--- src/rtl/core/obsdm_pkg.sv ---
// Shared types and constants for the one-bit speaker diaphragm model.
// Holds the configuration record, the command word of the internal queue
// and the request and response records of the serial divider.
`timescale 1ns / 1ps

package obsdm_pkg;

   localparam int PosW      = 48;
   localparam int SumW      = 56;
   localparam int FracW     = 16;
   localparam int TimerW    = 24;
   localparam int ElapsedW  = 20;
   localparam int GainW     = 16;
   localparam int ForceW    = 32;
   localparam int StepsW    = 16;
   localparam int DivW      = 8;
   localparam int PeriodW   = 20;
   localparam int SampleW   = 16;
   localparam int CsrIdxW   = 3;
   localparam int CsrDataW  = 32;
   localparam int QuotW     = SumW - FracW;
   localparam int CmdDepth  = 2;

   localparam int SampleMaxPos = 32767;
   localparam int SampleMaxNeg = 32768;

   typedef enum logic [CsrIdxW-1:0] {
      CSR_SPRING_GAIN      = 3'd0,
      CSR_FRICTION_GAIN    = 3'd1,
      CSR_COIL_FORCE       = 3'd2,
      CSR_FORCE_STEPS      = 3'd3,
      CSR_STEP_DIVIDER     = 3'd4,
      CSR_SAMPLE_PERIOD_NS = 3'd5
   } csr_index_type;

   typedef enum logic [1:0] {
      CMD_TOGGLE = 2'd0,
      CMD_TICK   = 2'd1,
      CMD_STEP   = 2'd2
   } cmd_kind_type;

   typedef struct packed {
      cmd_kind_type          kind;
      logic [ElapsedW-1:0]   elapsed_ns;
   } cmd_type;

   typedef struct packed {
      logic [GainW-1:0]   spring_gain;
      logic [GainW-1:0]   friction_gain;
      logic [ForceW-1:0]  coil_force;
      logic [StepsW-1:0]  force_steps;
      logic [DivW-1:0]    step_divider;
      logic [PeriodW-1:0] sample_period_ns;
   } cfg_type;

   typedef struct packed {
      logic               start;
      logic [QuotW-1:0]   dividend;
      logic [DivW-1:0]    divisor;
   } div_req_type;

   typedef struct packed {
      logic               done;
      logic [QuotW-1:0]   quotient;
   } div_rsp_type;

endpackage

--- src/rtl/core/obsdm_front.sv ---
// Front end: accepts input words, tracks the physics divider phase and
// classifies each word as a toggle, a plain tick or a physics step.
// Depends on obsdm_pkg.
`timescale 1ns / 1ps

module obsdm_front
   import obsdm_pkg::*;
(
   input  logic                clock,
   input  logic                reset,
   input  cfg_type             cfg,
   input  logic                req_push,
   input  logic                req_action,
   input  logic [ElapsedW-1:0] req_elapsed_ns,
   input  logic                queue_full,
   output logic                cmd_push,
   output cmd_type             cmd_word
);

   logic [DivW-1:0] div_count_ff;
   logic [DivW-1:0] div_count_in;
   logic [DivW-1:0] div_limit;
   logic [DivW:0]   div_next;

   assign div_limit = (cfg.step_divider == '0) ? DivW'(1) : cfg.step_divider;
   assign div_next  = {1'b0, div_count_ff} + (DivW+1)'(1);
   assign cmd_push  = req_push && !queue_full;

   always_comb begin
      cmd_word.elapsed_ns = req_elapsed_ns;
      if (req_action) begin
         cmd_word.kind = CMD_TOGGLE;
      end else if (div_count_ff == '0) begin
         cmd_word.kind = CMD_STEP;
      end else begin
         cmd_word.kind = CMD_TICK;
      end
   end

   always_comb begin
      div_count_in = div_count_ff;
      if (cmd_push && !req_action) begin
         div_count_in = (div_next >= {1'b0, div_limit}) ? '0 : div_next[DivW-1:0];
      end
   end

   always_ff @(posedge clock) begin
      if (reset) begin
         div_count_ff <= '0;
      end else begin
         div_count_ff <= div_count_in;
      end
   end

endmodule

--- src/rtl/core/obsdm_cmd_queue.sv ---
// Short command queue between the front end and the physics back end.
// Depends on obsdm_pkg for the command word and the queue depth.
`timescale 1ns / 1ps

module obsdm_cmd_queue
   import obsdm_pkg::*;
(
   input  logic    clock,
   input  logic    reset,
   input  logic    push,
   input  cmd_type push_word,
   input  logic    pop,
   output logic    full,
   output logic    empty,
   output cmd_type head
);

   localparam int PtrW = (CmdDepth > 1) ? $clog2(CmdDepth) : 1;
   localparam int CntW = $clog2(CmdDepth + 1);

   cmd_type         slot_ff [CmdDepth];
   logic [PtrW-1:0] wr_ptr_ff;
   logic [PtrW-1:0] wr_ptr_in;
   logic [PtrW-1:0] rd_ptr_ff;
   logic [PtrW-1:0] rd_ptr_in;
   logic [CntW-1:0] count_ff;
   logic [CntW-1:0] count_in;
   logic            do_push;
   logic            do_pop;

   assign full    = (count_ff == CntW'(CmdDepth));
   assign empty   = (count_ff == '0);
   assign head    = slot_ff[rd_ptr_ff];
   assign do_push = push && !full;
   assign do_pop  = pop && !empty;

   always_comb begin
      wr_ptr_in = wr_ptr_ff;
      rd_ptr_in = rd_ptr_ff;
      count_in  = count_ff;
      if (do_push) begin
         wr_ptr_in = (wr_ptr_ff == PtrW'(CmdDepth - 1)) ? '0 : wr_ptr_ff + PtrW'(1);
      end
      if (do_pop) begin
         rd_ptr_in = (rd_ptr_ff == PtrW'(CmdDepth - 1)) ? '0 : rd_ptr_ff + PtrW'(1);
      end
      if (do_push && !do_pop) begin
         count_in = count_ff + CntW'(1);
      end else if (do_pop && !do_push) begin
         count_in = count_ff - CntW'(1);
      end
   end

   always_ff @(posedge clock) begin
      if (do_push) begin
         slot_ff[wr_ptr_ff] <= push_word;
      end
   end

   always_ff @(posedge clock) begin
      if (reset) begin
         wr_ptr_ff <= '0;
         rd_ptr_ff <= '0;
         count_ff  <= '0;
      end else begin
         wr_ptr_ff <= wr_ptr_in;
         rd_ptr_ff <= rd_ptr_in;
         count_ff  <= count_in;
      end
   end

endmodule

--- src/rtl/core/obsdm_divider.sv ---
// Restoring divider, one quotient bit per cycle, for the sample average.
// Depends on obsdm_pkg for the divider records and widths.
`timescale 1ns / 1ps

module obsdm_divider
   import obsdm_pkg::*;
(
   input  logic        clock,
   input  logic        reset,
   input  div_req_type div_req,
   output div_rsp_type div_rsp
);

   localparam int CountW = $clog2(QuotW + 1);

   logic [QuotW-1:0]  quo_ff;
   logic [QuotW-1:0]  quo_in;
   logic [DivW-1:0]   rem_ff;
   logic [DivW-1:0]   rem_in;
   logic [DivW-1:0]   divisor_ff;
   logic [DivW-1:0]   divisor_in;
   logic [CountW-1:0] count_ff;
   logic [CountW-1:0] count_in;
   logic              busy_ff;
   logic              busy_in;
   logic              done_ff;
   logic              done_in;
   logic [DivW:0]     trial;
   logic              fits;

   assign trial = {rem_ff, quo_ff[QuotW-1]};
   assign fits  = (trial >= {1'b0, divisor_ff});

   always_comb begin
      quo_in     = quo_ff;
      rem_in     = rem_ff;
      divisor_in = divisor_ff;
      count_in   = count_ff;
      busy_in    = busy_ff;
      done_in    = 1'b0;
      if (div_req.start) begin
         quo_in     = div_req.dividend;
         rem_in     = '0;
         divisor_in = div_req.divisor;
         count_in   = CountW'(QuotW);
         busy_in    = 1'b1;
      end else if (busy_ff) begin
         quo_in   = {quo_ff[QuotW-2:0], fits};
         rem_in   = fits ? DivW'(trial - {1'b0, divisor_ff}) : trial[DivW-1:0];
         count_in = count_ff - CountW'(1);
         if (count_ff == CountW'(1)) begin
            busy_in = 1'b0;
            done_in = 1'b1;
         end
      end
   end

   always_ff @(posedge clock) begin
      quo_ff     <= quo_in;
      rem_ff     <= rem_in;
      divisor_ff <= divisor_in;
      count_ff   <= count_in;
   end

   always_ff @(posedge clock) begin
      if (reset) begin
         busy_ff <= 1'b0;
         done_ff <= 1'b0;
      end else begin
         busy_ff <= busy_in;
         done_ff <= done_in;
      end
   end

   assign div_rsp.done     = done_ff;
   assign div_rsp.quotient = quo_ff;

endmodule

--- src/rtl/core/obsdm_back.sv ---
// Back end: carries out queued commands, runs the spring-mass-damper step
// on a shared multiplier and holds the result word for the output side.
// Depends on obsdm_pkg and works with obsdm_divider.
`timescale 1ns / 1ps

module obsdm_back
   import obsdm_pkg::*;
(
   input  logic               clock,
   input  logic               reset,
   input  cfg_type            cfg,
   input  logic               cmd_empty,
   input  cmd_type            cmd_head,
   output logic               cmd_pop,
   output div_req_type        div_req,
   input  div_rsp_type        div_rsp,
   input  logic               rsp_pop,
   output logic               rsp_empty,
   output logic [SampleW-1:0] rsp_sample_value
);

   localparam int AccW  = PosW + 3;
   localparam int VsumW = PosW + 4;
   localparam int MulW  = PosW + GainW;

   localparam logic signed [PosW-1:0] PosMax = {1'b0, {(PosW-1){1'b1}}};
   localparam logic signed [PosW-1:0] PosMin = {1'b1, {(PosW-1){1'b0}}};
   localparam logic signed [SumW-1:0] SumMax = {1'b0, {(SumW-1){1'b1}}};
   localparam logic signed [SumW-1:0] SumMin = {1'b1, {(SumW-1){1'b0}}};

   typedef enum logic [8:0] {
      S_IDLE = 9'b000000001,
      S_SNAP = 9'b000000010,
      S_MULP = 9'b000000100,
      S_MULV = 9'b000001000,
      S_VEL  = 9'b000010000,
      S_POS  = 9'b000100000,
      S_SUM  = 9'b001000000,
      S_CHK  = 9'b010000000,
      S_DIV  = 9'b100000000
   } state_type;

   state_type               state_ff, state_in;
   logic signed [PosW-1:0]  pos_ff, pos_in;
   logic signed [PosW-1:0]  vel_ff, vel_in;
   logic signed [PosW-1:0]  sprod_ff, sprod_in;
   logic signed [PosW-1:0]  fprod_ff, fprod_in;
   logic signed [SumW-1:0]  sum_ff, sum_in;
   logic [TimerW-1:0]       timer_ff, timer_in;
   logic [StepsW-1:0]       steps_left_ff, steps_left_in;
   logic [DivW-1:0]         step_total_ff, step_total_in;
   logic                    force_active_ff, force_active_in;
   logic                    force_neg_ff, force_neg_in;
   logic                    next_neg_ff, next_neg_in;
   logic                    sum_neg_ff, sum_neg_in;
   logic                    out_valid_ff, out_valid_in;
   logic [SampleW-1:0]      out_data_ff, out_data_in;
   logic                    emit_wait_ff, emit_wait_in;
   logic [SampleW-1:0]      sample_ff, sample_in;

   logic [TimerW:0]         timer_sum;
   logic [TimerW-1:0]       timer_add;
   logic signed [PosW-1:0]  mul_src;
   logic [GainW-1:0]        mul_gain;
   logic [PosW-1:0]         mul_mag;
   logic [MulW-1:0]         mul_full;
   logic [PosW-1:0]         mul_trunc;
   logic signed [PosW-1:0]  mul_signed;
   logic signed [AccW-1:0]  force_val;
   logic signed [AccW-1:0]  accel;
   logic signed [VsumW-1:0] vsum;
   logic signed [PosW-1:0]  vel_sat;
   logic signed [PosW:0]    psum;
   logic signed [PosW-1:0]  pos_sat;
   logic signed [SumW:0]    ssum;
   logic signed [SumW-1:0]  sum_sat;
   logic [SumW-1:0]         sum_mag;
   logic [SampleW-1:0]      sample_val;
   logic                    pos_tiny;
   logic                    vel_tiny;

   assign timer_sum = {1'b0, timer_ff} + (TimerW+1)'(cmd_head.elapsed_ns);
   assign timer_add = timer_sum[TimerW] ? {TimerW{1'b1}} : timer_sum[TimerW-1:0];

   assign pos_tiny = (pos_ff >= -PosW'(1)) && (pos_ff <= PosW'(2));
   assign vel_tiny = (vel_ff >= -PosW'(1)) && (vel_ff <= PosW'(2));

   assign mul_src    = (state_ff == S_MULP) ? pos_ff : vel_ff;
   assign mul_gain   = (state_ff == S_MULP) ? cfg.spring_gain : cfg.friction_gain;
   assign mul_mag    = mul_src[PosW-1] ? PosW'(-mul_src) : mul_src;
   assign mul_full   = MulW'(mul_mag) * MulW'(mul_gain);
   assign mul_trunc  = mul_full[MulW-1:FracW];
   assign mul_signed = mul_src[PosW-1] ? -$signed(mul_trunc) : $signed(mul_trunc);

   always_comb begin
      force_val = '0;
      if (force_active_ff) begin
         force_val = force_neg_ff ? -$signed(AccW'(cfg.coil_force))
                                  :  $signed(AccW'(cfg.coil_force));
      end
   end

   assign accel = force_val - AccW'(sprod_ff) - AccW'(fprod_ff);
   assign vsum  = VsumW'(vel_ff) + VsumW'(accel);

   always_comb begin
      if (vsum > VsumW'(PosMax)) begin
         vel_sat = PosMax;
      end else if (vsum < VsumW'(PosMin)) begin
         vel_sat = PosMin;
      end else begin
         vel_sat = vsum[PosW-1:0];
      end
   end

   assign psum = (PosW+1)'(pos_ff) + (PosW+1)'(vel_ff);

   always_comb begin
      if (psum > (PosW+1)'(PosMax)) begin
         pos_sat = PosMax;
      end else if (psum < (PosW+1)'(PosMin)) begin
         pos_sat = PosMin;
      end else begin
         pos_sat = psum[PosW-1:0];
      end
   end

   assign ssum = (SumW+1)'(sum_ff) + (SumW+1)'(pos_ff);

   always_comb begin
      if (ssum > (SumW+1)'(SumMax)) begin
         sum_sat = SumMax;
      end else if (ssum < (SumW+1)'(SumMin)) begin
         sum_sat = SumMin;
      end else begin
         sum_sat = ssum[SumW-1:0];
      end
   end

   assign sum_mag = sum_ff[SumW-1] ? SumW'(-sum_ff) : sum_ff;

   always_comb begin
      if (sum_neg_ff) begin
         sample_val = (div_rsp.quotient > QuotW'(SampleMaxNeg))
                    ? SampleW'(SampleMaxNeg)
                    : SampleW'(-div_rsp.quotient[SampleW-1:0]);
      end else begin
         sample_val = (div_rsp.quotient > QuotW'(SampleMaxPos))
                    ? SampleW'(SampleMaxPos)
                    : div_rsp.quotient[SampleW-1:0];
      end
   end

   always_comb begin
      state_in         = state_ff;
      pos_in           = pos_ff;
      vel_in           = vel_ff;
      sprod_in         = sprod_ff;
      fprod_in         = fprod_ff;
      sum_in           = sum_ff;
      timer_in         = timer_ff;
      steps_left_in    = steps_left_ff;
      step_total_in    = step_total_ff;
      force_active_in  = force_active_ff;
      force_neg_in     = force_neg_ff;
      next_neg_in      = next_neg_ff;
      sum_neg_in       = sum_neg_ff;
      out_valid_in     = out_valid_ff;
      out_data_in      = out_data_ff;
      emit_wait_in     = emit_wait_ff;
      sample_in        = sample_ff;
      cmd_pop          = 1'b0;
      div_req          = '0;

      if (rsp_pop && out_valid_ff) begin
         out_valid_in = 1'b0;
      end

      unique case (state_ff)
         S_IDLE: begin
            if (!cmd_empty) begin
               cmd_pop = 1'b1;
               case (cmd_head.kind)
                  CMD_TOGGLE: begin
                     steps_left_in   = cfg.force_steps;
                     force_active_in = 1'b1;
                     force_neg_in    = next_neg_ff;
                     next_neg_in     = !next_neg_ff;
                  end
                  CMD_TICK: begin
                     timer_in = timer_add;
                  end
                  CMD_STEP: begin
                     timer_in = timer_add;
                     state_in = S_SNAP;
                  end
                  default: begin
                  end
               endcase
            end
         end
         S_SNAP: begin
            if (pos_tiny) begin
               pos_in = '0;
            end
            if (vel_tiny) begin
               vel_in = '0;
            end
            state_in = S_MULP;
         end
         S_MULP: begin
            sprod_in = mul_signed;
            state_in = S_MULV;
         end
         S_MULV: begin
            fprod_in = mul_signed;
            state_in = S_VEL;
         end
         S_VEL: begin
            vel_in   = vel_sat;
            state_in = S_POS;
         end
         S_POS: begin
            pos_in = pos_sat;
            if (steps_left_ff != '0) begin
               steps_left_in = steps_left_ff - StepsW'(1);
               if (steps_left_ff == StepsW'(1)) begin
                  force_active_in = 1'b0;
               end
            end
            if (step_total_ff != {DivW{1'b1}}) begin
               step_total_in = step_total_ff + DivW'(1);
            end
            state_in = S_SUM;
         end
         S_SUM: begin
            sum_in   = sum_sat;
            state_in = S_CHK;
         end
         S_CHK: begin
            if (timer_ff >= TimerW'(cfg.sample_period_ns)) begin
               div_req.start    = 1'b1;
               div_req.dividend = sum_mag[SumW-1:FracW];
               div_req.divisor  = step_total_ff;
               sum_neg_in       = sum_ff[SumW-1];
               timer_in         = timer_ff - TimerW'(cfg.sample_period_ns);
               sum_in           = '0;
               step_total_in    = '0;
               emit_wait_in     = 1'b0;
               state_in         = S_DIV;
            end else begin
               state_in = S_IDLE;
            end
         end
         S_DIV: begin
            if (div_rsp.done) begin
               sample_in    = sample_val;
               emit_wait_in = 1'b1;
            end
            if (emit_wait_ff && (!out_valid_ff || rsp_pop)) begin
               out_valid_in = 1'b1;
               out_data_in  = sample_ff;
               emit_wait_in = 1'b0;
               state_in     = S_IDLE;
            end
         end
         default: begin
            state_in = S_IDLE;
         end
      endcase
   end

   always_ff @(posedge clock) begin
      sprod_ff    <= sprod_in;
      fprod_ff    <= fprod_in;
      sum_neg_ff  <= sum_neg_in;
      out_data_ff <= out_data_in;
      sample_ff   <= sample_in;
   end

   always_ff @(posedge clock) begin
      if (reset) begin
         state_ff        <= S_IDLE;
         pos_ff          <= '0;
         vel_ff          <= '0;
         sum_ff          <= '0;
         timer_ff        <= '0;
         steps_left_ff   <= '0;
         step_total_ff   <= '0;
         force_active_ff <= 1'b0;
         force_neg_ff    <= 1'b0;
         next_neg_ff     <= 1'b0;
         out_valid_ff    <= 1'b0;
         emit_wait_ff    <= 1'b0;
      end else begin
         state_ff        <= state_in;
         pos_ff          <= pos_in;
         vel_ff          <= vel_in;
         sum_ff          <= sum_in;
         timer_ff        <= timer_in;
         steps_left_ff   <= steps_left_in;
         step_total_ff   <= step_total_in;
         force_active_ff <= force_active_in;
         force_neg_ff    <= force_neg_in;
         next_neg_ff     <= next_neg_in;
         out_valid_ff    <= out_valid_in;
         emit_wait_ff    <= emit_wait_in;
      end
   end

   assign rsp_empty        = !out_valid_ff;
   assign rsp_sample_value = out_data_ff;

endmodule

--- src/rtl/core/one_bit_speaker_diaphragm_model_unit.sv ---
// Flow: while idle, the back end takes one toggle or plain tick word per cycle
// from the queue. A physics step runs through the snap, spring product,
// friction product, velocity, position, sum and check states; a step that
// emits a sample then waits for the serial divide and a free output register.
// No word is taken during a step; a two-word queue decouples the front end.
// Reset is synchronous: control state clears and settings take their defaults.
`timescale 1ns / 1ps

module one_bit_speaker_diaphragm_model_unit
   import obsdm_pkg::*;
(
   input  logic                       clock,
   input  logic                       reset,
   input  logic                       req_push,
   output logic                       req_full,
   input  logic                       req_action,
   input  logic [ElapsedW-1:0]        req_elapsed_ns,
   output logic                       rsp_empty,
   input  logic                       rsp_pop,
   output logic signed [SampleW-1:0]  rsp_sample_value,
   input  logic                       csr_we,
   input  logic [CsrIdxW-1:0]         csr_index,
   input  logic [CsrDataW-1:0]        csr_wdata
);

   cfg_type            cfg_ff;
   cfg_type            cfg_in;
   logic               queue_full;
   logic               queue_empty;
   logic               cmd_push;
   logic               cmd_pop;
   cmd_type            cmd_word;
   cmd_type            cmd_head;
   div_req_type        div_req;
   div_rsp_type        div_rsp;
   logic [SampleW-1:0] sample_bits;

   always_comb begin
      cfg_in = cfg_ff;
      if (csr_we) begin
         unique case (csr_index_type'(csr_index))
            CSR_SPRING_GAIN:      cfg_in.spring_gain      = csr_wdata[GainW-1:0];
            CSR_FRICTION_GAIN:    cfg_in.friction_gain    = csr_wdata[GainW-1:0];
            CSR_COIL_FORCE:       cfg_in.coil_force       = csr_wdata[ForceW-1:0];
            CSR_FORCE_STEPS:      cfg_in.force_steps      = csr_wdata[StepsW-1:0];
            CSR_STEP_DIVIDER:     cfg_in.step_divider     = csr_wdata[DivW-1:0];
            CSR_SAMPLE_PERIOD_NS: cfg_in.sample_period_ns = csr_wdata[PeriodW-1:0];
            default: begin
            end
         endcase
      end
   end

   always_ff @(posedge clock) begin
      if (reset) begin
         cfg_ff.spring_gain      <= GainW'(655);
         cfg_ff.friction_gain    <= GainW'(3277);
         cfg_ff.coil_force       <= ForceW'(1048576);
         cfg_ff.force_steps      <= StepsW'(8);
         cfg_ff.step_divider     <= DivW'(4);
         cfg_ff.sample_period_ns <= PeriodW'(22676);
      end else begin
         cfg_ff <= cfg_in;
      end
   end

   assign req_full = queue_full;

   obsdm_front u_front (
      .clock          (clock),
      .reset          (reset),
      .cfg            (cfg_ff),
      .req_push       (req_push),
      .req_action     (req_action),
      .req_elapsed_ns (req_elapsed_ns),
      .queue_full     (queue_full),
      .cmd_push       (cmd_push),
      .cmd_word       (cmd_word)
   );

   obsdm_cmd_queue u_queue (
      .clock     (clock),
      .reset     (reset),
      .push      (cmd_push),
      .push_word (cmd_word),
      .pop       (cmd_pop),
      .full      (queue_full),
      .empty     (queue_empty),
      .head      (cmd_head)
   );

   obsdm_divider u_divider (
      .clock   (clock),
      .reset   (reset),
      .div_req (div_req),
      .div_rsp (div_rsp)
   );

   obsdm_back u_back (
      .clock            (clock),
      .reset            (reset),
      .cfg              (cfg_ff),
      .cmd_empty        (queue_empty),
      .cmd_head         (cmd_head),
      .cmd_pop          (cmd_pop),
      .div_req          (div_req),
      .div_rsp          (div_rsp),
      .rsp_pop          (rsp_pop),
      .rsp_empty        (rsp_empty),
      .rsp_sample_value (sample_bits)
   );

   assign rsp_sample_value = $signed(sample_bits);

endmodule

--- config.mk ---
export PLATFORM = sky130hd
export DESIGN_NAME = one_bit_speaker_diaphragm_model_unit
export DESIGN_NICKNAME = d
export VERILOG_FILES = /design/src/rtl/core/obsdm_pkg.sv /design/src/rtl/core/obsdm_front.sv /design/src/rtl/core/obsdm_cmd_queue.sv /design/src/rtl/core/obsdm_divider.sv /design/src/rtl/core/obsdm_back.sv /design/src/rtl/core/one_bit_speaker_diaphragm_model_unit.sv
export SDC_FILE = /design/constraint.sdc
export NUM_CORES = 2
export LEC_CHECK = 0
export BUFFER_PORTS_ARGS = -buffer_cell sky130_fd_sc_hd__buf_2
export CORE_MARGIN = 1
export CORE_UTILIZATION = 52
export CTS_CLUSTER_DIAMETER = 120
export CTS_CLUSTER_SIZE = 12
export DETAILED_ROUTE_END_ITERATION = 10
export PLACE_DENSITY_LB_ADDON = 0.12
export RECOVER_POWER = 50
export SETUP_SLACK_MARGIN = 0.5
export SYNTH_ARGS = -nofsm -noshare
export SYNTH_HDL_FRONTEND = slang
export SYNTH_SLANG_ARGS = --single-unit
--- constraint.sdc ---
create_clock -name clock -period 11.2 [get_ports clock]
set_clock_uncertainty 0.2 [all_clocks]
set_input_delay 2.24 -clock clock [delete_from_list [all_inputs] [get_ports clock]]
set_output_delay 2.24 -clock clock [all_outputs]
set_load 0.02 [all_outputs]
==> reports/metrics.yaml <==
run_status:
  outcome: "finished with violations"
  violations: "design-rule violations, max-capacitance violations, max-slew violations"
global_routing:
  track_usage_pct: 34.8
  globalRoute.totalOverflow: 0
  antenna_found_initial: 7
  grt_pass1_wl_mm: 338
  grt_pass1_vias: 56632
  grt_max_degree: 91
hold_path:
  hold_path.startpoint: "u_back.sample_ff[4]"
  hold_depth: 0
  holdCritPathClass: "flop to flop"
  min_to: "u_back.rsp_sample_value[4]"
timing:
  period_share_pct: 94.9
  hold_violations: 0
  finalSetupViolations: 0
  setup_slack_ns: 0.572
  period_minus_slack_ns: 10.63
  hold_slack_ns: 0.213
  drv_slew: 562
  rsz0062_at_grt: "yes"
  relSlewSlack_pct: -160
  clock.fmax_ghz: 0.0941
  worst_slew_pin_slew_ns: 3.90
critical_path:
  r2r_cells: 37
  crit_buf_inv: 9
  crit_path_start_kind: "flop"
  critPathSlowestCell: "fa_1"
  arrival_ns: 10.91
  timing.rr.end: "u_back.sprod_ff[41]"
  critPathKind: "flop to flop"
  cp_data_required_time_ns: 11.48
  cp_top_family: "simple AND/OR/NAND/NOR gates"
  slowest_delay_ns: 0.59
  r2r_start: "u_back.state_ff[8]"
  reg2reg_setup_slack_ns: 0.57
  critPathMostFrequentCell: "fa_1"
  crit_path_end_kind: "flop"
  crit_fanout: 6
detailed_routing:
  wirelength_mm: 222
  dr.pass1.iters: 11
  route.detailed.drc: 20
  routed_via_density: 5.96
  dr.first_iter.drc_count: 5062
  vias: 58174
  wl_per_cell_um: 22.7
  drtAntennaViolNets: 0
finish:
  area_growth_pct: 14.3
  nets: 9250
  drive_gt1_share_pct: 12.9
  fillers: 11040
  final_cell_mix: "nand2_1, inv_1, fa_1, nor2_1, buf_4"
  postLayoutCellArea_sq_mm: 0.0744
  final_common_cell: "nand2_1"
  final_core_util_pct: 60.0
  seqCellArea_sq_mm: 0.0137
  multi_input_area_sq_mm: 0.0490
place:
  place_hpwl_mm: 176
  dp_slack_ns: -0.212
  port_buffers: 78
  placed_area_sq_mm: 0.0702
  gp_congestion: 1.04
synth:
  syn-num-nets: 8889
  async_flop_share_pct: 0
  synth_seq_cells: 572
  synth_edf_count: 221
  synthFlopType: "dfxtp_1"
  avgSynthCellArea_sq_um: 8.43
  synth.yosys.warnings: 0
  synth_cells: 7722
  yosysSeqAreaShare_pct: 21.0
  synth_area_sq_mm: 0.0651
  ys_types: 98
clock_tree:
  cts_buffers: 53
  cts_tree: "built"
  cts_sinks: 572
  root_buffer: "clkbuf_16"
  clkTransAtPathRegs_ns: 0.06
  cts_buffer_depth: 3
  clk_latency_ns: 0.69
  cts_htree_levels: 2
floorplanning:
  core_sq_mm: 0.124
  pin_count: 79
  rows: 129
  start_util_pct: 52.5
  die-area_sq_mm: 0.127
  die_h_um: 356
  die_w_um: 356
pwr:
  p_leak_nw: 34.2
  ir_drop_mv: 0.105
  power_density_mw_per_mm2: 70.9
flow_run:
  drv_cap: 11
==> worst reg2reg max path: cells and delay by family, from the launching register on <==
kind            cells  cell delay, ns
simple gates       13            3.49
fa+ha+maj           7            3.46
compound gates      5            1.22
buf+inv             9            1.10
mux                 1            0.39
flops               1            0.31
xor+xnor            2            0.27
==> how the worst max path moves through the flow <==
| stage | to | slack, ns | cells past startpoint | from |
|---|---|---|---|---|
| 5_1_grt | u_back.sprod_ff[41] | 0.12 | 35 | u_back.state_ff[8] |
| 4_1_cts | u_back.sprod_ff[41] | 0.50 | 41 | u_back.state_ff[8] |
| 3_3_place_gp | u_back.fprod_ff[46] | -0.11 | 35 | u_back.state_ff[8] |
| 2_1_floorplan | u_back.fprod_ff[41] | 0.51 | 33 | u_back.state_ff[5] |
| 6_report | u_back.sprod_ff[41] | 0.57 | 37 | u_back.state_ff[8] |
| 3_5_place_dp | u_back.sprod_ff[41] | -0.21 | 33 | u_back.state_ff[8] |
==> cell type report <==
| class | instances | share of cell area (%) |
|---|---|---|
| multi-input combinational | 5943 | 65.9 |
| clock buffer | 83 | 1.96 |
| antenna | 3 | 0.0101 |
| tap | 1637 | 2.75 |
| inverter | 896 | 4.53 |
| sequential | 572 | 18.4 |
| timing repair buffer | 617 | 6.37 |
| clock inverter | 3 | 0.0791 |
==> per-layer routing <==
| layer | GRT usage (%) | vias up | part of all wire, % |
|---|---|---|---|
| met5 | 0 | - | 0.019 |
| met4 | 23.1 | 6 | 7.9 |
| met3 | 6.08 | 583 | 7.5 |
| met2 | 54.0 | 2244 | 44 |
| met1 | 44.5 | 28593 | 40 |
| li1 | - | 26748 | - |
==> kinds of logic after synthesis <==
kind of cell    count (synthesis)  share of synthesized area, %
xor+xnor                      466                          6.27
simple gates                 2638                          18.4
fa+ha+maj                    1106                          29.3
buf+inv                      1207                          6.98
flops                         572                          21.0
compound gates               1626                          16.3
mux                           107                          1.71
==> registers in the layout, summed over array words and instances (netlist names), 16 cells and up, named ones only <==
register and cells:
u_back.rsp_sample_value 16, u_back.sample_ff 16, u_back.pos_ff 48, u_queue.slot_ff 44
u_back.sprod_ff 48, u_back.sum_ff 56, u_back.steps_left_ff 16, u_back.fprod_ff 48
u_back.timer_ff 24, u_back.vel_ff 48, u_divider.quo_ff 40, cfg_ff 108
==> per-stage QoR <==
step	power [mW]	TNS (ns)	std cells
finish	5.27	0	9754
floorplan	3.23	0	7722
global placement	3.53	-0.531	9563
detailed placement	3.56	-2.39	9563
global route	5.52	0	9751
CTS	5.29	0	9677
==> what timing repair did <==
item	4_1_cts	5_1_grt
buffers inserted	28	73
gates resized for setup	133	252
endpoints found under the hold margin	0	0
endpoints found under the setup margin	54	103
pin swaps	37	155
gates cloned	0	1
hold buffers	0	0
==> synth_stat cells, types with 54 or more instances <==
| cell | number | share of area [%] |
|---|---|---|
| nand2_1 | 1184 | 6.8 |
| inv_1 | 895 | 5.2 |
| fa_1 | 697 | 21 |
| nor2_1 | 606 | 3.5 |
| a21oi_1 | 470 | 3.6 |
| ha_1 | 409 | 7.9 |
| dfxtp_1 | 351 | 11 |
| o21ai_0 | 311 | 2.4 |
| clkbuf_1 | 302 | 1.7 |
| xnor2_1 | 265 | 3.6 |
| edfxtp_1 | 221 | 10 |
| a21o_1 | 209 | 2.4 |
| xor2_1 | 201 | 2.7 |
| nand3_1 | 118 | 0.91 |
| nor3_1 | 117 | 0.90 |
| and2_1 | 113 | 1.1 |
| nand4_1 | 101 | 0.97 |
| a31oi_1 | 80 | 0.77 |
| mux2i_1 | 75 | 1.2 |
| nor2b_1 | 62 | 0.60 |
| a21boi_0 | 59 | 0.68 |
| o211ai_1 | 59 | 0.68 |
| or3_1 | 59 | 0.57 |
| nand2b_1 | 58 | 0.56 |
| a221o_1 | 54 | 0.83 |
==> power by group <==
part	total (mW)	switching [mW]	internal, mW	leakage [nW]
logic	1.23	0.752	0.473	28.5
registers	2.31	0.0745	2.24	4.88
clock network	1.74	0.843	0.893	0.725
total	5.27	1.67	3.61	34.2
Power figures use the tool's default switching activity.
